==> src/rtl/rbpu_pkg.sv <==
// Shared types and constants for the raw bit-packed unpacker.
// No dependencies; imported by every rbpu module and the top level.
`timescale 1ns / 1ps
`default_nettype none

package rbpu_pkg;

  localparam int BYTE_W  = 8;
  localparam int PIX_W   = 12;
  localparam int CNT_W   = 14;
  localparam int PAD_W   = 12;
  localparam int MAX_PIX = 4;
  localparam int NPIX_W  = 3;

  localparam logic [CNT_W-1:0] MAX_ROW_PIXELS = 14'd8192;
  localparam logic [CNT_W-1:0] MAX_ROWS       = 14'd8192;

  // pixel_mode encodings
  localparam logic MODE_RAW10 = 1'b0;
  localparam logic MODE_RAW12 = 1'b1;

  // bytes per group and pixels per group for each mode
  localparam logic [3:0]        GROUP_BYTES_RAW10 = 4'd5;
  localparam logic [3:0]        GROUP_BYTES_RAW12 = 4'd3;
  localparam logic [NPIX_W-1:0] NPIX_RAW10        = 3'd4;
  localparam logic [NPIX_W-1:0] NPIX_RAW12        = 3'd2;

  typedef enum logic [1:0] {
    REG_PIXEL_MODE = 2'd0,
    REG_ROW_PIXELS = 2'd1,
    REG_FRAME_ROWS = 2'd2,
    REG_PAD_BYTES  = 2'd3
  } cfg_reg_t;

  typedef logic [PIX_W-1:0] pixel_t;

  // One completed group, handed from the unpacker to the output buffer.
  typedef struct packed {
    logic                       valid;
    logic [NPIX_W-1:0]          npix;
    pixel_t [MAX_PIX-1:0]       px;
    logic                       row_end;
    logic                       frame_end;
  } group_t;

endpackage

`default_nettype wire

==> src/rtl/rbpu_unpack.sv <==
// Byte gatherer, LSB-first pixel unpacker and row/frame/padding counters.
// Depends on rbpu_pkg.
`timescale 1ns / 1ps
`default_nettype none

module rbpu_unpack import rbpu_pkg::*; (
  input  logic              clk,
  input  logic              rst,
  input  logic              accept,
  input  logic [BYTE_W-1:0] data_byte,
  input  logic              pixel_mode,
  input  logic [CNT_W-1:0]  row_pixels,
  input  logic [CNT_W-1:0]  frame_rows,
  input  logic [PAD_W-1:0]  pad_bytes,
  output logic              emit_next,
  output group_t            group
);

  logic [31:0]       gather_bytes, gather_bytes_next;
  logic [2:0]        byte_in_group, byte_in_group_next;
  logic [CNT_W-1:0]  column_count, column_count_next;
  logic [CNT_W-1:0]  row_count, row_count_next;
  logic [PAD_W-1:0]  pad_remaining, pad_remaining_next;
  logic              in_padding, in_padding_next;

  logic [3:0]        group_bytes;
  logic [NPIX_W-1:0] npix;
  logic [BYTE_W-1:0] b0, b1, b2, b3;
  logic [CNT_W-1:0]  width, rows;
  logic [CNT_W:0]    col_sum, row_sum;
  logic              rend, fend;
  pixel_t [MAX_PIX-1:0] px;

  assign group_bytes = (pixel_mode == MODE_RAW12) ? GROUP_BYTES_RAW12 : GROUP_BYTES_RAW10;
  assign npix        = (pixel_mode == MODE_RAW12) ? NPIX_RAW12 : NPIX_RAW10;

  // The current byte closes a group once the earlier bytes fill all but one slot.
  assign emit_next = !in_padding && (({1'b0, byte_in_group} + 4'd1) >= group_bytes);

  assign b0 = gather_bytes[7:0];
  assign b1 = gather_bytes[15:8];
  assign b2 = gather_bytes[23:16];
  assign b3 = gather_bytes[31:24];

  always_comb begin
    if (pixel_mode == MODE_RAW12) begin
      px[0] = {b1[3:0], b0};
      px[1] = {data_byte, b1[7:4]};
      px[2] = '0;
      px[3] = '0;
    end else begin
      px[0] = {2'b00, b1[1:0], b0};
      px[1] = {2'b00, b2[3:0], b1[7:2]};
      px[2] = {2'b00, b3[5:0], b2[7:4]};
      px[3] = {2'b00, data_byte, b3[7:6]};
    end
  end

  assign width   = (row_pixels > MAX_ROW_PIXELS) ? MAX_ROW_PIXELS : row_pixels;
  assign rows    = (frame_rows > MAX_ROWS) ? MAX_ROWS : frame_rows;
  assign col_sum = {1'b0, column_count} + {{(CNT_W + 1 - NPIX_W){1'b0}}, npix};
  assign row_sum = {1'b0, row_count} + {{CNT_W{1'b0}}, 1'b1};
  assign rend    = col_sum >= {1'b0, width};
  assign fend    = row_sum >= {1'b0, rows};

  always_comb begin
    group.valid     = accept && emit_next;
    group.npix      = npix;
    group.px        = px;
    group.row_end   = rend;
    group.frame_end = rend && fend;
  end

  always_comb begin
    gather_bytes_next  = gather_bytes;
    byte_in_group_next = byte_in_group;
    column_count_next  = column_count;
    row_count_next     = row_count;
    pad_remaining_next = pad_remaining;
    in_padding_next    = in_padding;
    if (accept) begin
      if (in_padding) begin
        // drop padding bytes
        if (pad_remaining != '0) begin
          pad_remaining_next = pad_remaining - {{(PAD_W-1){1'b0}}, 1'b1};
        end
        if (pad_remaining_next == '0) begin
          in_padding_next = 1'b0;
        end
      end else if (!emit_next) begin
        gather_bytes_next[{byte_in_group[1:0], 3'b000} +: 8] =
          gather_bytes[{byte_in_group[1:0], 3'b000} +: 8] | data_byte;
        byte_in_group_next = byte_in_group + 3'd1;
      end else begin
        gather_bytes_next  = '0;
        byte_in_group_next = '0;
        if (rend) begin
          column_count_next = '0;
          row_count_next    = fend ? '0 : row_sum[CNT_W-1:0];
          if (pad_bytes != '0) begin
            in_padding_next    = 1'b1;
            pad_remaining_next = pad_bytes;
          end
        end else begin
          column_count_next = col_sum[CNT_W-1:0];
        end
      end
    end
  end

  always_ff @(posedge clk) begin
    if (rst) begin
      gather_bytes  <= '0;
      byte_in_group <= '0;
      column_count  <= '0;
      row_count     <= '0;
      pad_remaining <= '0;
      in_padding    <= 1'b0;
    end else begin
      gather_bytes  <= gather_bytes_next;
      byte_in_group <= byte_in_group_next;
      column_count  <= column_count_next;
      row_count     <= row_count_next;
      pad_remaining <= pad_remaining_next;
      in_padding    <= in_padding_next;
    end
  end

endmodule

`default_nettype wire

==> src/rtl/rbpu_outbuf.sv <==
// Result register for one group of up to four pixels, shifted out one per item.
// Depends on rbpu_pkg.
`timescale 1ns / 1ps
`default_nettype none

module rbpu_outbuf import rbpu_pkg::*; (
  input  logic        clk,
  input  logic        rst,
  input  group_t      group,
  output logic        free,
  output logic        m_tvalid,
  input  logic        m_tready,
  output logic [15:0] m_tdata,  // [11:0] pixel, [15:12] zero
  output logic        m_tlast,  // last_of_run
  output logic [1:0]  m_tuser   // [0] row_end, [1] frame_end
);

  pixel_t            pix [MAX_PIX];
  logic [NPIX_W-1:0] remain;
  logic              rend, fend;
  logic              pop, last;

  assign pop      = (remain != '0) && m_tready;
  assign last     = (remain == {{(NPIX_W-1){1'b0}}, 1'b1});
  assign free     = (remain == '0) || (last && m_tready);
  assign m_tvalid = (remain != '0);
  assign m_tdata  = {4'b0000, pix[0]};
  assign m_tlast  = last;
  assign m_tuser  = {fend && last, rend && last};

  always_ff @(posedge clk) begin
    if (rst) begin
      remain <= '0;
    end else if (group.valid) begin
      remain <= group.npix;
    end else if (pop) begin
      remain <= remain - {{(NPIX_W-1){1'b0}}, 1'b1};
    end
  end

  // load a fresh group, or advance the shift line by one pixel
  always_ff @(posedge clk) begin
    if (group.valid) begin
      for (int k = 0; k < MAX_PIX; k++) begin
        pix[k] <= group.px[k];
      end
      rend <= group.row_end;
      fend <= group.frame_end;
    end else if (pop) begin
      for (int k = 0; k < MAX_PIX - 1; k++) begin
        pix[k] <= pix[k+1];
      end
      pix[MAX_PIX-1] <= '0;
    end
  end

endmodule

`default_nettype wire

==> src/rtl/raw_bit_packed_unpacker.sv <==
// Top level of the raw bit-packed unpacker: configuration registers and stream ports.
// Depends on rbpu_pkg, rbpu_unpack and rbpu_outbuf.
`timescale 1ns / 1ps
`default_nettype none

// Takes one packed raw byte per item and emits 12-bit pixels (10 or 12 significant
// bits) LSB-first, one pixel per item, tlast marking the last pixel of a group and
// tuser flagging row and frame ends. A byte is accepted every cycle unless stalled as
// below; a group's pixels appear in the cycle after its last byte and leave at one per
// cycle while m_tready is high, from a four-pixel shift register. Only the byte that
// closes a group can stall, and only while that register still holds more than one
// pixel or its last pixel is not being taken, so with a free-flowing output the input
// runs at one byte per cycle. Padding bytes after each row are swallowed at one per
// cycle. Write configuration only while the block is idle.

module raw_bit_packed_unpacker import rbpu_pkg::*; (
  input  logic        clk,
  input  logic        rst,
  input  logic        s_tvalid,
  output logic        s_tready,
  input  logic [7:0]  s_tdata,   // [7:0] data_byte
  output logic        m_tvalid,
  input  logic        m_tready,
  output logic [15:0] m_tdata,   // [11:0] pixel, [15:12] zero
  output logic        m_tlast,   // last_of_run
  output logic [1:0]  m_tuser,   // [0] row_end, [1] frame_end
  input  logic        cfg_valid,
  output logic        cfg_ready,
  input  logic [1:0]  cfg_index,
  input  logic [13:0] cfg_data
);

  logic             pixel_mode;
  logic [CNT_W-1:0] row_pixels;
  logic [CNT_W-1:0] frame_rows;
  logic [PAD_W-1:0] pad_bytes;
  logic             emit_next;
  logic             free;
  logic             accept;
  group_t           group;

  assign cfg_ready = 1'b1;
  assign s_tready  = !emit_next || free;
  assign accept    = s_tvalid && s_tready;

  always_ff @(posedge clk) begin
    if (rst) begin
      pixel_mode <= MODE_RAW10;
      row_pixels <= 14'd3840;
      frame_rows <= 14'd2160;
      pad_bytes  <= 12'd64;
    end else if (cfg_valid && cfg_ready) begin
      case (cfg_reg_t'(cfg_index))
        REG_PIXEL_MODE: pixel_mode <= cfg_data[0];
        REG_ROW_PIXELS: row_pixels <= cfg_data;
        REG_FRAME_ROWS: frame_rows <= cfg_data;
        REG_PAD_BYTES:  pad_bytes  <= cfg_data[PAD_W-1:0];
        default: ;
      endcase
    end
  end

  rbpu_unpack u_unpack (
    .clk        (clk),
    .rst        (rst),
    .accept     (accept),
    .data_byte  (s_tdata),
    .pixel_mode (pixel_mode),
    .row_pixels (row_pixels),
    .frame_rows (frame_rows),
    .pad_bytes  (pad_bytes),
    .emit_next  (emit_next),
    .group      (group)
  );

  rbpu_outbuf u_outbuf (
    .clk      (clk),
    .rst      (rst),
    .group    (group),
    .free     (free),
    .m_tvalid (m_tvalid),
    .m_tready (m_tready),
    .m_tdata  (m_tdata),
    .m_tlast  (m_tlast),
    .m_tuser  (m_tuser)
  );

endmodule

`default_nettype wire

==> config.mk <==
export PLATFORM = sky130hd
export DESIGN_NAME = raw_bit_packed_unpacker
export DESIGN_NICKNAME = d
export VERILOG_FILES = /design/src/rtl/rbpu_pkg.sv /design/src/rtl/rbpu_unpack.sv /design/src/rtl/rbpu_outbuf.sv /design/src/rtl/raw_bit_packed_unpacker.sv
export SDC_FILE = /design/constraint.sdc
export NUM_CORES = 1
export LEC_CHECK = 0
export BUFFER_PORTS_ARGS = -buffer_cell sky130_fd_sc_hd__buf_2
export CORE_MARGIN = 3
export CORE_UTILIZATION = 41
export DETAILED_ROUTE_END_ITERATION = 6
export GPL_TIMING_DRIVEN = 1
export HOLD_SLACK_MARGIN = 0.15
export PLACE_DENSITY = 0.61
export SYNTH_ARGS = -nofsm -noshare
export SYNTH_HDL_FRONTEND = slang
export SYNTH_HIERARCHICAL = 1
export SYNTH_SLANG_ARGS = --single-unit
==> constraint.sdc <==
create_clock -name clk -period 14.7 [get_ports clk]
set_input_delay 1.47 -clock clk [delete_from_list [all_inputs] [get_ports clk]]
set_output_delay 1.47 -clock clk [all_outputs]
set_load 0.005 [all_outputs]
# --- Word-level counts from Yosys, hierarchy flattened ---
# Memory sizes are Yosys's and may differ from the RTL's.
# Index checks and enable logic that the tools add are counted.
op_classes:
  add_sub_neg: 7
  magnitude_cmp: 5
  n_eq_ne: 4
  n_shift: 3
  mux: 33
  bitwise_logic: 6
  n_reduce_logical: 30
ops:
  columns: ["op", "n"]
  rows:
  - ["two-way mux 12 bit", 11]
  - ["two-way mux 14 bit", 4]
  - ["two-way mux 46 bit", 1]
  - ["bitwise mux 32 bit", 1]
  - ["two-way mux 32 bit", 1]
  - ["variable shift 8 x 7 -> 32 bit (first input constant)", 1]
  - ["variable part select 32 x 6 -> 8 bit", 1]
  - ["variable part select 8 x 7 -> 32 bit", 1]
  - ["greater-or-equal comparator 15 x 14 -> 1 bit", 2]
  - ["> comparator 14 bit (second input constant)", 2]
  - ["nonzero test 12 bit", 2]
  - ["adder 14 x 1 -> 15 bit (second input constant)", 1]
  - ["adder 14 x 3 -> 15 bit", 1]
  - ["two-way mux 3 bit", 5]
  - ["zero test 12 bit", 1]
  - ["subtractor 12 x 1 -> 12 bit (second input constant)", 1]
  - ["two-way mux 1 bit", 10]
  - ["AND reduction 2 bit", 5]
  - ["logical AND 1 bit", 8]
  - ["bitwise OR 8 bit", 1]
  - ["AND reduction 4 bit", 2]
  - ["nonzero test 2 bit", 4]
  - ["negator 5 -> 7 bit", 1]
  - ["adder 3 x 1 -> 4 bit (second input constant)", 1]
  - ["14 further kinds", 20]
word_totals:
  register_bits: 122
  mem_bits_rw: 48
  out_inout_bits: 22
  n_memories: 1
memory_table:
  columns: ["name", "words", "word_bits", "read_ports", "rd_ports_with_merged_regs", "write_ports", "line", "source"]
  rows:
  - ["u_outbuf.pix", 4, 12, 4, 0, 4, "rbpu_outbuf.sv:18", "pixel_t pix [MAX_PIX];"]

# --- Longest topological paths before layout ---
logic_depth:
  depth_word: 10
  ltp_mapped: 19
  mapped_depth_nobuf: 17

# --- By module ---
# The synthesis kept the hierarchy.
modules_own_cells:
  columns: ["module", "n_inst", "cells_each", "area_each_um2", "seq_area_each_um2"]
  rows:
  - ["rbpu_unpack", 1, 691, 5398.9, 1501.4]
  - ["rbpu_outbuf", 1, 140, 2353.5, 1561.5]
  - ["raw_bit_packed_unpacker", 1, 167, 1727.9, 820.8]

# --- Worst setup path after synthesis ---
# Ideal clock, no wire load.
synth_timing:
  path_type: "register to register"
  start: "register u_unpack.byte_in_group[0]"
  end: "memory u_outbuf/pix[0][0] (netlist name), enable pin"
  setup_time_ns: 0.404
  arrival_time_ns: 4.535
  required_ns: 14.296
  slack_ns: 9.761
  path_stages_with_launch: 17
  n_path_buf: 5
  period_less_slack_ns: 4.939
  cell_sequence: "dfxtp_1 > buf_2 > buf_1 > inv_1 > ha_1 > nor2_1 > o311a_1 > nor2_1 > nand2b_1 > and2_1 > clkbuf_1 > nor2b_1 > nand2_4 > inv_1 > clkbuf_1 > clkbuf_1 > a21o_1"
synth_lines:
  columns: ["element", "line", "source"]
  rows:
  - ["from (decl)", "rbpu_unpack.sv:20", "logic [2:0] byte_in_group, byte_in_group_next;"]
  - ["from (signal assigned)", "rbpu_unpack.sv:121", "byte_in_group <= byte_in_group_next;"]
  - ["to (decl)", "rbpu_outbuf.sv:18", null]

==> run_results.csv <==
group,metric,value,unit
min_path,min_path_cells,2,
cts,ctsHtreeMaxLevel,4,
global_route,grt_max_degree,87,
logic_synthesis,syn_area_per_cell,9.50,um^2
global_route,overflow,0,
sta,fmax,0.175,GHz
logic_synthesis,syn_inst,998,
floorplan,core_area,22700,um^2
worst_setup_path,cp.required,14.88,ns
routing,routed_wl,20.5,mm
min_path,worstHoldStart,"u_unpack/column_count[1]",
worst_setup_path,crit_start,"u_unpack/byte_in_group[0]",
global_route,grt_pass1_vias,6522,
power_and_ir_drop,p_leak,4.07,nW
logic_synthesis,yosys.cell_types.count,69,
sta,rsz0062_at_grt,"false",
job,cap_violations,0,
routing,avgViaCountPerCell,5.43,
routing,routed-via-count,6991,
worst_setup_path,ff2ff_path_depth,13,
cts,worstSkewPairLatency,0.44,ns
floorplan,die_w,158,um
power_and_ir_drop,p_per_area,116,nW/um^2
routing,drt_first_pass_iters,5,
floorplan,num_rows,55,
worst_setup_path,cp-end-kind,"flip-flop",
cts,cts.sinks,169,
logic_synthesis,yosys_register_bits,169,
cts,cts-hold-fix-buffers,0,
logic_synthesis,yosys_most_used_dff,"dfxtp_1",
worst_setup_path,r2r_start,"u_unpack/byte_in_group[0]",
sta,maxSlewViolCount,0,
logic_synthesis,yosysTopAreaCell,"dfxtp_1",
min_path,min_path_type,"reg -> reg",
logic_synthesis,synthTopCellsByArea,"dfxtp_1 25%, edfxtp_1 16%, ha_1 5.4%",
cts,cts_tree,"built",
placed_design,dpl.hpwl,14.2,mm
sta,finalClockSkew,0.0152,ns
worst_setup_path,critPathKind,"reg -> reg",
sta,period_share,38.8,%
cts,clk_path_buf_depth,2,
run_status,status,"complete, no violations",
layout,diodes,0,
cts,root_buffer,"clkbuf_16",
global_route,gr-usage-all-layers,16.9,%
placed_design,gpl.final_weighted_congestion,0.814,
power_and_ir_drop,vdd_drop_max,60.4,uV
floorplan,dieArea,25000,um^2
worst_setup_path,startpoint_type,"flip-flop",
logic_synthesis,ys_warn_count,6,
global_route,grt_pass1_wl,33.7,mm
sta,slew_headroom,27.3,%
sta,fin_setup_tns,0,ns
logic_synthesis,synth_most_common_cell,"dfxtp_1",
logic_synthesis,synth_top_area_share,25.1,%
logic_synthesis,synth.yosys.seq_area_share,41.0,%
layout,layout-drive-gt1-share,15.8,%
routing,drt_iter0_drc,641,
cts,cts_resized,0,
cts,path_clk_slew,0.07,ns
floorplan,ios,51,
global_route,grt_antenna_before_repair,0,
logic_synthesis,synth_edf_count,50,
cts,cts_buffers,17,
power_and_ir_drop,p_total,0.00119,W
worst_setup_path,cp.arrival,5.89,ns
routing,routedWlPerCell,15.9,um
sta,fin_ws,8.99,ns
sta,setup_viol_count_final,0,
cts,post_cts_buffers,0,
placed_design,io_buffer_count,45,
sta,worstMarginPinSlew,1.09,ns
worst_setup_path,crit_fanout,48,
logic_synthesis,synthTopCellsByCount,"119 x dfxtp_1, 93 x nand2_1, 87 x nor2_1",
routing,antenna_left,0,
layout,fill_cells,2188,
routing,drcViolationCount,0,
floorplan,dieHeight,158,um
layout,final_nets,1061,
floorplan,start_util,41.7,%
logic_synthesis,syn-cell-area,9480,um^2
logic_synthesis,async_flop_share,0,%
layout,area_growth,8.21,%
sta,hold_viol,0,
placed_design,place_ws,9.03,ns
sta,layout_min_cycle_time,5.71,ns
metrics by stage:
step | util [%] | instances | instance area [um^2] | hold slack, ns
after CTS | 45.2 | 1288 | 10300 | 0.464
after detailed placement | 42.5 | 1256 | 9660 | 0.455
final | 45.2 | 1288 | 10300 | 0.459
after global placement | 42.5 | 1256 | 9660 | 0.453
after global routing | 45.2 | 1288 | 10300 | 0.482
after floorplan | - | 1005 | 9510 | 0.436
power by group:
| part | total [W] | internal, W | switching [W] |
|---|---|---|---|
| registers | 0.000561 | 0.000541 | 0.0000201 |
| clock network | 0.000449 | 0.000230 | 0.000218 |
| logic | 0.000180 | 0.0000785 | 0.000102 |
| total | 0.00119 | 0.000849 | 0.000340 |
path summary, 6_finish.rpt:
check | endpoint | slack [ns]
worst max register to register | u_outbuf/pix[1][3] | 8.99
worst max-delay path | u_outbuf/pix[1][3] | 8.99
worst min register to register | u_unpack/column_count[1] | 0.46
worst min-delay path | u_unpack/column_count[1] | 0.46
flip-flops by register name (all words and copies together), names as in the netlist:
| register | flops |
|---|---|
| frame_rows | 14 |
| u_unpack/gather_bytes | 32 |
| u_outbuf/fend | 1 |
| pad_bytes | 12 |
| u_unpack/byte_in_group | 3 |
| pixel_mode | 1 |
| u_unpack/row_count | 14 |
| u_unpack/pad_remaining | 12 |
| row_pixels | 14 |
| u_outbuf/pix | 48 |
| u_outbuf/remain | 3 |
| u_unpack/column_count | 13 |
| u_unpack/in_padding | 1 |
| u_outbuf/rend | 1 |
area by class of cell:
class,instances,area [um^2],area share [%]
sequential,169,3880,37.9
clock inverter,15,174,1.70
timing repair buffer,47,243,2.37
tap,285,357,3.48
clock buffer,17,425,4.15
multi-input combinational,737,5110,49.8
inverter,18,67.6,0.659
per-layer routing:
layer	track usage, %	routed length [um]	vias to the layer above
li1	-	-	3510
met1	24.2	10300	3346
met2	26.2	9330	127
met3	3.42	673	8
met4	3.93	142	0
met5	0	0	-
cell usage in the layout, fill, tap and decap left out, drive strengths merged, types with 4 or more instances in the layout:
master | synthesis | final
a21o | 8 | 8
a21oi | 45 | 45
a22oi | 35 | 35
a31oi | 14 | 14
and2 | 23 | 23
and3 | 7 | 7
and4 | 4 | 4
buf | 42 | 47
clkbuf | 39 | 17
clkinv | 0 | 6
conb | 3 | 10
dfxtp | 119 | 119
edfxtp | 50 | 50
ha | 41 | 41
inv | 18 | 25
mux2 | 48 | 48
mux2i | 44 | 44
mux4 | 8 | 8
nand2 | 94 | 94
nand2b | 53 | 53
nand3 | 38 | 38
nand3b | 7 | 7
nand4 | 8 | 8
nor2 | 87 | 87
nor2b | 29 | 29
nor3 | 14 | 14
nor4 | 14 | 14
o211ai | 5 | 5
o21ai | 21 | 21
or2 | 11 | 11
or3 | 5 | 5
xnor2 | 13 | 13
xor2 | 11 | 11
worst max-delay path, cell delays in order, from the launching register on:
cell and delay [ns]:
dfxtp_1 0.91, ha_1 0.33, xor2_1 0.20, ha_1 0.27
or3b_4 0.25, o311a_1 0.24, nor2_1 0.06, nand2b_1 0.11
and2_1 0.30, nor2b_1 0.84, nand2_4 0.26, inv_1 0.55
nand3b_4 0.68, mux2_2 0.41
cells by family after synthesis:
kind of cell / after synthesis / share of synthesized area (%)
AO/OA/AOI/OAI: 155 / 10.9
XOR/XNOR: 24 / 2.22
adder cells (fa/ha/maj): 42 / 5.62
buffers and inverters: 99 / 5.44
flip-flops: 169 / 41.0
multiplexers: 100 / 12.6
other: 3 / 0.119
AND/OR/NAND/NOR: 406 / 22.2
No activity file was read; power rests on OpenSTA's default activity.
